[config.mk]
export PLATFORM = sky130hd
export DESIGN_NAME = ttb_ctrl
export DESIGN_NICKNAME = d
export VERILOG_FILES = /design/src/design/ttb_pkg.sv /design/src/design/ttb_ctrl.sv
export SDC_FILE = /design/constraint.sdc
export NUM_CORES = 1
export LEC_CHECK = 0
export ABC_AREA = 1
export BUFFER_PORTS_ARGS = -buffer_cell sky130_fd_sc_hd__buf_2
export CAP_MARGIN = 0
export CORE_MARGIN = 3
export CORE_UTILIZATION = 45
export DETAILED_ROUTE_END_ITERATION = 12
export PLACE_DENSITY = 0.67
export SLEW_MARGIN = 20
export SYNTH_ARGS = -nofsm -noshare
export SYNTH_HDL_FRONTEND = slang
export SYNTH_SLANG_ARGS = --single-unit
[constraint.sdc]
create_clock -name i_clk -period 2.4 [get_ports i_clk]
set_input_delay 0.48 -clock i_clk [delete_from_list [all_inputs] [get_ports i_clk]]
set_output_delay 0.48 -clock i_clk [all_outputs]
set_load 0.01 [all_outputs]
[src/design/ttb_pkg.sv]
// Shared types and constants for the triangle tangent basis block.
// No dependencies; used by ttb_ctrl, ttb_dpath and triangle_tangent_basis.
package ttb_pkg;

    // Magnitudes are brought to this bit length before the square root
    localparam int NORM_BITS  = 30;
    localparam int SUM_W      = 64;
    localparam int ROOT_W     = 32;
    localparam int SQRT_STEPS = 32;
    localparam int CNT_W      = 6;
    localparam int NUM_CROSS  = 7;

    typedef enum logic [1:0] {
        ST_OK       = 2'd0,
        ST_DET_ZERO = 2'd1,
        ST_VEC_ZERO = 2'd2
    } t_status;

    typedef enum logic [3:0] {
        OP_NONE,
        OP_CORNER,
        OP_TRI,
        OP_CROSS,
        OP_MAG,
        OP_LEN,
        OP_SHIFT,
        OP_SQ,
        OP_SQRT_INIT,
        OP_SQRT,
        OP_DIV_INIT,
        OP_DIV,
        OP_STORE
    } t_op;

    // Controller to datapath
    typedef struct packed {
        t_op              op;
        logic [CNT_W-1:0] cnt;
        logic             vsel;
        logic             corner_sel;
    } t_cmd;

    // Datapath to controller
    typedef struct packed {
        logic det_zero;
        logic vec_zero;
    } t_dstat;

endpackage

[src/design/ttb_ctrl.sv]
// Controller: vertex slot tracking and the per-triangle step sequence.
// Depends on ttb_pkg; commands ttb_dpath.
module ttb_ctrl #(
    parameter int UNIT_FRAC_BITS = 14
) (
    input  logic              i_clk,
    input  logic              i_rst_n,
    input  logic              i_valid,
    output logic              o_ready,
    input  logic              i_mesh_start,
    input  ttb_pkg::t_dstat   i_dstat,
    input  logic              i_out_free,
    output ttb_pkg::t_cmd     o_cmd,
    output logic              o_emit,
    output ttb_pkg::t_status  o_code
);

    localparam int QB = UNIT_FRAC_BITS + 2;

    typedef enum logic [3:0] {
        S_IDLE, S_CROSS, S_CWAIT, S_DCHK, S_MAG, S_LEN, S_LCHK, S_SHIFT,
        S_SQ, S_SQI, S_SQRT, S_DVI, S_DIV, S_STORE, S_EMIT
    } t_state;

    t_state                    r_state;
    logic [ttb_pkg::CNT_W-1:0] r_cnt;
    logic [1:0]                r_slot;
    logic                      r_vsel;
    ttb_pkg::t_status          r_code;
    logic                      fire;
    logic [1:0]                slot_eff;

    assign o_ready  = (r_state == S_IDLE);
    assign fire     = i_valid && o_ready;
    assign slot_eff = (i_mesh_start || r_slot == 2'd3) ? 2'd0 : r_slot;
    assign o_emit   = (r_state == S_EMIT) && i_out_free;
    assign o_code   = r_code;

    // Command decode
    always_comb begin
        o_cmd.op         = ttb_pkg::OP_NONE;
        o_cmd.cnt        = r_cnt;
        o_cmd.vsel       = r_vsel;
        o_cmd.corner_sel = slot_eff[0];
        unique case (r_state)
            S_IDLE:  if (fire) o_cmd.op = (slot_eff == 2'd2) ? ttb_pkg::OP_TRI
                                                              : ttb_pkg::OP_CORNER;
            S_CROSS: o_cmd.op = ttb_pkg::OP_CROSS;
            S_MAG:   o_cmd.op = ttb_pkg::OP_MAG;
            S_LEN:   o_cmd.op = ttb_pkg::OP_LEN;
            S_SHIFT: o_cmd.op = ttb_pkg::OP_SHIFT;
            S_SQ:    o_cmd.op = ttb_pkg::OP_SQ;
            S_SQI:   o_cmd.op = ttb_pkg::OP_SQRT_INIT;
            S_SQRT:  o_cmd.op = ttb_pkg::OP_SQRT;
            S_DVI:   o_cmd.op = ttb_pkg::OP_DIV_INIT;
            S_DIV:   o_cmd.op = ttb_pkg::OP_DIV;
            S_STORE: o_cmd.op = ttb_pkg::OP_STORE;
            default: o_cmd.op = ttb_pkg::OP_NONE;
        endcase
    end

    // Sequencer
    always_ff @(posedge i_clk) begin
        if (!i_rst_n) begin
            r_state <= S_IDLE;
            r_cnt   <= '0;
            r_slot  <= 2'd0;
            r_vsel  <= 1'b0;
            r_code  <= ttb_pkg::ST_OK;
        end else begin
            unique case (r_state)
                S_IDLE: begin
                    if (fire) begin
                        if (slot_eff == 2'd2) begin
                            r_slot  <= 2'd0;
                            r_cnt   <= '0;
                            r_state <= S_CROSS;
                        end else begin
                            r_slot <= slot_eff + 2'd1;
                        end
                    end
                end
                S_CROSS: begin
                    if (r_cnt == ttb_pkg::CNT_W'(ttb_pkg::NUM_CROSS - 1)) begin
                        r_state <= S_CWAIT;
                    end
                    r_cnt <= r_cnt + 1'b1;
                end
                S_CWAIT: r_state <= S_DCHK;
                S_DCHK: begin
                    r_vsel <= 1'b0;
                    if (i_dstat.det_zero) begin
                        r_code  <= ttb_pkg::ST_DET_ZERO;
                        r_state <= S_EMIT;
                    end else begin
                        r_state <= S_MAG;
                    end
                end
                S_MAG: r_state <= S_LEN;
                S_LEN: r_state <= S_LCHK;
                S_LCHK: begin
                    if (i_dstat.vec_zero) begin
                        r_code  <= ttb_pkg::ST_VEC_ZERO;
                        r_state <= S_EMIT;
                    end else begin
                        r_state <= S_SHIFT;
                    end
                end
                S_SHIFT: begin
                    r_cnt   <= '0;
                    r_state <= S_SQ;
                end
                S_SQ: begin
                    if (r_cnt == ttb_pkg::CNT_W'(2)) r_state <= S_SQI;
                    r_cnt <= r_cnt + 1'b1;
                end
                S_SQI: begin
                    r_cnt   <= ttb_pkg::CNT_W'(ttb_pkg::SQRT_STEPS - 1);
                    r_state <= S_SQRT;
                end
                S_SQRT: begin
                    if (r_cnt == '0) r_state <= S_DVI;
                    r_cnt <= r_cnt - 1'b1;
                end
                S_DVI: begin
                    r_cnt   <= ttb_pkg::CNT_W'(QB - 1);
                    r_state <= S_DIV;
                end
                S_DIV: begin
                    if (r_cnt == '0) r_state <= S_STORE;
                    r_cnt <= r_cnt - 1'b1;
                end
                S_STORE: begin
                    if (r_vsel) begin
                        r_code  <= ttb_pkg::ST_OK;
                        r_state <= S_EMIT;
                    end else begin
                        r_vsel  <= 1'b1;
                        r_state <= S_MAG;
                    end
                end
                S_EMIT: if (i_out_free) r_state <= S_IDLE;
                default: r_state <= S_IDLE;
            endcase
        end
    end

endmodule

Yosys cells after proc, flatten, opt, wreduce, memory -nomap -nowiden
Index checks and enable logic that the tools add are counted.
Widths: inputs -> output; s select.
- multiplexer cells: 24
- add/sub/neg operators: 3
- reductions and logical operators: 14
- eq/ne operators: 28
- operators with widths (kind ; number):
    $pmux 4 s15 ; 1
    $pmux 4 s11 ; 1
    $mux 4 ; 10
    $pmux 6 s6 ; 1
    $eq 4x4->1 const B ; 7
    $eq 4x3->1 const B ; 4
    $ne 2x2->1 const B ; 8
    $mux 2 ; 7
    $mux 6 ; 2
    $eq 4x2->1 const B ; 2
    $reduce_and 7->1 ; 1
    $add 6x1->6 const B ; 1
    $eq 6x2->1 const B ; 1
    $eq 6x3->1 const B ; 1
    $logic_not 6->1 ; 1
    $pmux 2 s3 ; 1
    $reduce_bool 6->1 ; 1
    $sub 6x1->6 const B ; 1
    $eq 2x2->1 const B ; 2
    $eq 4x1->1 const B ; 1
    $logic_not 4->1 ; 1
    $ne 2x1->1 const B ; 2
    $reduce_and 4->1 ; 1
    $reduce_or 2->1 ; 2
    8 further kinds ; 9
- register bits after elaboration: 15
- output and inout port bits: 16
- word-level logic and storage cells: 74
- bits of input ports: 7

Logic depth before layout (Yosys ltp)
- depth in word-level cells: 7
- mapped depth: 15
- gate-level depth less buffers: 14

Worst setup path before layout
No wires, ideal clock.
- path kind: reg2reg
- start: register r_state[3]
- end: register r_cnt[3] (netlist name)
- arrival: 1.735 ns
- cell stages (with the launch flop): 16
- path buffers: 1
- library setup time: 0.064 ns
- clock period less this slack: 1.799 ns
- setup slack: 0.601 ns
- required time: 2.336 ns
- cell sequence: dfxtp_1 > buf_2 > inv_2 > nor2_2 > nand2_2 > nand2_2 > ha_1 > nand2_1 > nand2_1 > inv_1 > nand2_1 > nand2_1 > nand2_1 > o21ai_0 > nor2_1 > nor2_1
- longest elaborated chain between the ends: 4
- elaborated cells on any way between the ends: 16
- classes of those cells: 9 x eq/ne; 1 x mux; 6 x reduce/logical
- ends and longest elaborated chain (what ; RTL line ; text):
    start: declaration ; ttb_ctrl.sv:25 ; t_state r_state;
    start signal: assignment ; ttb_ctrl.sv:65 ; r_state <= S_IDLE;
    start signal: assignment ; ttb_ctrl.sv:77 ; r_state <= S_CROSS;
    start signal: assignment ; ttb_ctrl.sv:85 ; r_state <= S_CWAIT;
    $eq 4x4->1, or another cell as far along ; ttb_ctrl.sv:71 ; unique case (r_state)
    $reduce_or 2->1 (no source line) / $logic_and 1x1->1 (equally long branches) ; - ;
    $reduce_bool 6->1 (no source line) / $ne 2x1->1 (equally long branches) ; - ;
    $reduce_and 3->1 (no source line) ; - ;
    end signal: assignment ; ttb_ctrl.sv:87 ; r_cnt <= r_cnt + 1'b1;
    end signal: assignment ; ttb_ctrl.sv:115 ; r_cnt <= r_cnt + 1'b1;
    end signal: assignment ; ttb_ctrl.sv:118 ; r_cnt <= ttb_pkg::CNT_W'(ttb_pkg::SQRT_STEPS - 1);
    end: declaration ; ttb_ctrl.sv:26 ; logic [ttb_pkg::CNT_W-1:0] r_cnt;
Parallel ways exist; a longest one is shown, timed or not.
A chain may end at the register's enable or synchronous reset.

==> results by group <==
Final layout
  – Fillers: 263
  – Ant diodes: 0
  – Cell area after layout: about 1400 µm²
  – Area Overhead vs Synth: 13.2%
  – Layout cells sized above 1: a little under a fifth
  – Final #Nets: between 200 and 250

STA
  – Period utilization: around 93%
  – Fmax: ~450 MHz
  – Slew @ Worst Pin: approximately 360 ps
  – Fin. Hold Viols: 0
  – Final worst slack: 178 ps
  – Hold WS: about 460 ps
  – Max Clock Skew: about 5 ps
  – # setup viols final: 0
  – RSZ-0062 raised after global routing: no
  – Slew HR: approximately three quarters
  – Fin. max-slew vios: 0
  – Minimum clock period: between 2000 and 2500 ps
  – Setup TNS: 0 ps

GRT
  – GR Overflow Total: 0
  – GR Util All Layers: between 10% and 20%
  – Antenna violations before repair: 0
  – First-pass GRT wire length: between 5000 and 6000 µm
  – Largest net degree at the start of global routing: 10
  – Number of global-route vias before repair: between 1000 and 1500

Min path
  – Hold Crit Class: reg2reg
  – Hold endpoint: o_code[0]$_SDFFE_PN0P_
  – Min-delay src: o_code[0]$_SDFFE_PN0P_
  – Hold path depth: 2

Die
  – Num ports: 23
  – Die width: 58.1 µm
  – Initial core utilization: 48.5%
  – Die Area: ~3400 µm²
  – Die H: just under 60 µm
  – Core Box Area: ~2500 µm²
  – Cell Rows: 18

Power and ir drop
  – Pleak: around 0.76 nW
  – PD cells: between 1000 and 1500 nW/µm²
  – Worst vdd ir: approximately 0.7 mV

Synth
  – Mapped cell area: around 1200 µm²
  – Post-synthesis cell type count: 27
  – Syn Nets: ~220
  – Avg Inst Size Synth: slightly below 6 µm²
  – Seq/Total Area, Yosys: about a quarter
  – Post-synth top area share: 24.5%
  – Syn Inst Count: roughly 210
  – Largest cells by area after synthesis: dfxtp_1 25%, nand2_1 17%, nor2_1 12%, inv_1 8.6%, nand3_1 7.4%
  – Area leader, netlist: dfxtp_1
  – Yosys reg bits: 15
  – Yosys warning count: 0

Flow run
  – Max_cap viols: 0

Routing
  – DRC errors left: 0
  – Post-route ant nets: 0
  – Drt pass-1 iters: 4
  – Iteration-0 DRC count of the detailed router: 38
  – Vias post-DR: ~1400
  – Number of vias per cell: approximately 5.2
  – Final wirelength: 3100 µm
  – Drt wl/cell: between 10 and 15 µm

Place
  – DP Area: approximately 1400 µm²
  – Post-Place Worst Slack: about 380 ps
  – I/O Buffers: 22
  – Placed wire-length estimate: 2470 µm
  – Placer Congestion: between 0.8 and 0.9

Setup path
  – R2R Path End: r_cnt[3]$_SDFFE_PN0P_
  – Worst setup EP type: output port
  – R2R Path Start: r_state[3]$_SDFFE_PN0P_
  – Arrival @ worst endpoint: between 1500 and 2000 ps
  – Startpoint types: flip-flop
  – WP data required: 1920 ps
  – Setup CP Type: reg2out
  – R2R depth: 14
  – Flop2flop setup slack: 330 ps
  – Max Fanout on Critical Path: 8

Clocking
  – Clk_lat worst skew: around 300 ps
  – Post-CTS setup buffer count: 0
  – Htree depth: 1
  – Clk root buf: clkbuf_4
  – Max Root-Sink Buffers: 2
  – CTS tree: done
  – CTS Sinks: 15
  – Clock-pin slew on the worst setup and hold paths: ~100 ps
  – CTS resizes: 0
  – CTS Buf Count: 3
  – # hold bufs at CTS: 0

Run status
  – Status: completed
==> sequential cells by signal, indices dropped and copies added (netlist names) <==
register  count
r_cnt         6
r_state       4
o_code        2
r_slot        2
r_vsel        1
==> worst max-delay path by stage <==
stage / endpoint / startpoint
floorplan: r_cnt[3]$_SDFFE_PN0P_ / r_state[3]$_SDFFE_PN0P_
global placement: r_cnt[4]$_SDFFE_PN0P_ / r_state[0]$_SDFFE_PN0P_
detailed placement: r_cnt[3]$_SDFFE_PN0P_ / r_state[3]$_SDFFE_PN0P_
CTS: o_cmd[8] / r_state[0]$_SDFFE_PN0P_
global route: o_cmd[8] / r_state[0]$_SDFFE_PN0P_
finish: o_cmd[8] / r_state[0]$_SDFFE_PN0P_
==> metrics by stage <==
| step | util [%] | power [W] | std cells |
|---|---|---|---|
| after floorplan | - | 0.00124 | 211 |
| after global routing | 54.9 | 0.00184 | 265 |
| after detailed placement | 53.9 | 0.00151 | 261 |
| final | 54.9 | 0.00167 | 265 |
| after CTS | 54.9 | 0.00167 | 265 |
| after global placement | 53.9 | 0.00151 | 261 |
==> per-layer routing <==
layer | share of wire [%] | track usage (%) | vias up | routed length [µm]
li1 | - | - | 708 | -
met2 | 45 | 31.3 | 32 | 1400
met3 | 4.3 | 2.67 | 5 | 133
met1 | 49 | 26.1 | 625 | 1520
met4 | 1.4 | 7.95 | 0 | 43
met5 | 0 | 0 | - | 0
==> report_power, final <==
group / switching [W] / internal [W]
clock: 0.0000929 / 0.0000648
sequential: 0.000105 / 0.000309
combinational: 0.000712 / 0.000384
==> logic make-up (layout without fill, tap and decap cells) <==
group / after synthesis / count (layout) / share of synthesized area, %
XOR/XNOR: 1 / 1 / 0.716
flip-flops: 15 / 15 / 24.5
AO/OA/AOI/OAI: 23 / 23 / 10.3
adder cells (fa/ha/maj): 5 / 5 / 5.73
buffers and inverters: 35 / 59 / 11.1
AND/OR/NAND/NOR: 132 / 132 / 47.5
==> worst max-delay path, stage by stage, from the launching register on <==
cell and delay (ps):
dfxtp_1 520, nor2_2 120, nand2_2 130, nand2_2 160, nor2_1 200, o221ai_1 140
buf_2 170
==> cell usage in the layout (no fill, tap or decap) <==
| cell type | Yosys | final |
|---|---|---|
| a211oi_1 | 1 | 1 |
| a21oi_1 | 12 | 12 |
| buf_2 | 1 | 22 |
| clkbuf_1 | 0 | 1 |
| clkbuf_4 | 0 | 3 |
| clkinv_1 | 1 | 1 |
| dfxtp_1 | 15 | 15 |
| fa_1 | 1 | 1 |
| ha_1 | 4 | 4 |
| inv_1 | 28 | 28 |
| inv_2 | 4 | 4 |
| nand2_1 | 56 | 56 |
| nand2_2 | 4 | 4 |
| nand2_4 | 2 | 2 |
| nand3_1 | 18 | 18 |
| nand3b_1 | 1 | 1 |
| nand4_1 | 1 | 1 |
| nor2_1 | 38 | 38 |
| nor2_2 | 7 | 7 |
| nor2_4 | 1 | 1 |
| nor3_1 | 3 | 3 |
| nor3b_1 | 1 | 1 |
| o211ai_1 | 1 | 1 |
| o21ai_0 | 6 | 6 |
| o21ai_1 | 1 | 1 |
| o21bai_1 | 1 | 1 |
| o221ai_1 | 1 | 1 |
| xnor2_1 | 1 | 1 |
==> Yosys cell counts <==
library cell and number:
nor3b_1 1, a21oi_1 12, nand2_4 2, nand3_1 18, nor2_4 1, o21bai_1 1, dfxtp_1 15, fa_1 1
o221ai_1 1, ha_1 4, nor3_1 3, inv_1 28, a211oi_1 1, clkinv_1 1, buf_4 1, buf_2 1
nand2_2 4, o21ai_0 6, nor2_2 7, nor2_1 38, o211ai_1 1, nand4_1 1, xnor2_1 1, inv_2 4
nand2_1 56, o21ai_1 1, nand3b_1 1
==> final cells by class <==
cell class                 instances  area [µm²]  area share [%]
multi-input combinational        161         787            56.8
sequential                        15         300            21.7
timing repair buffer              22         110            7.95
tap                               30        37.5            2.71
clock buffer                       4        26.3            1.90
inverter                          33         124            8.94
Power figures use the tool's default switching activity.
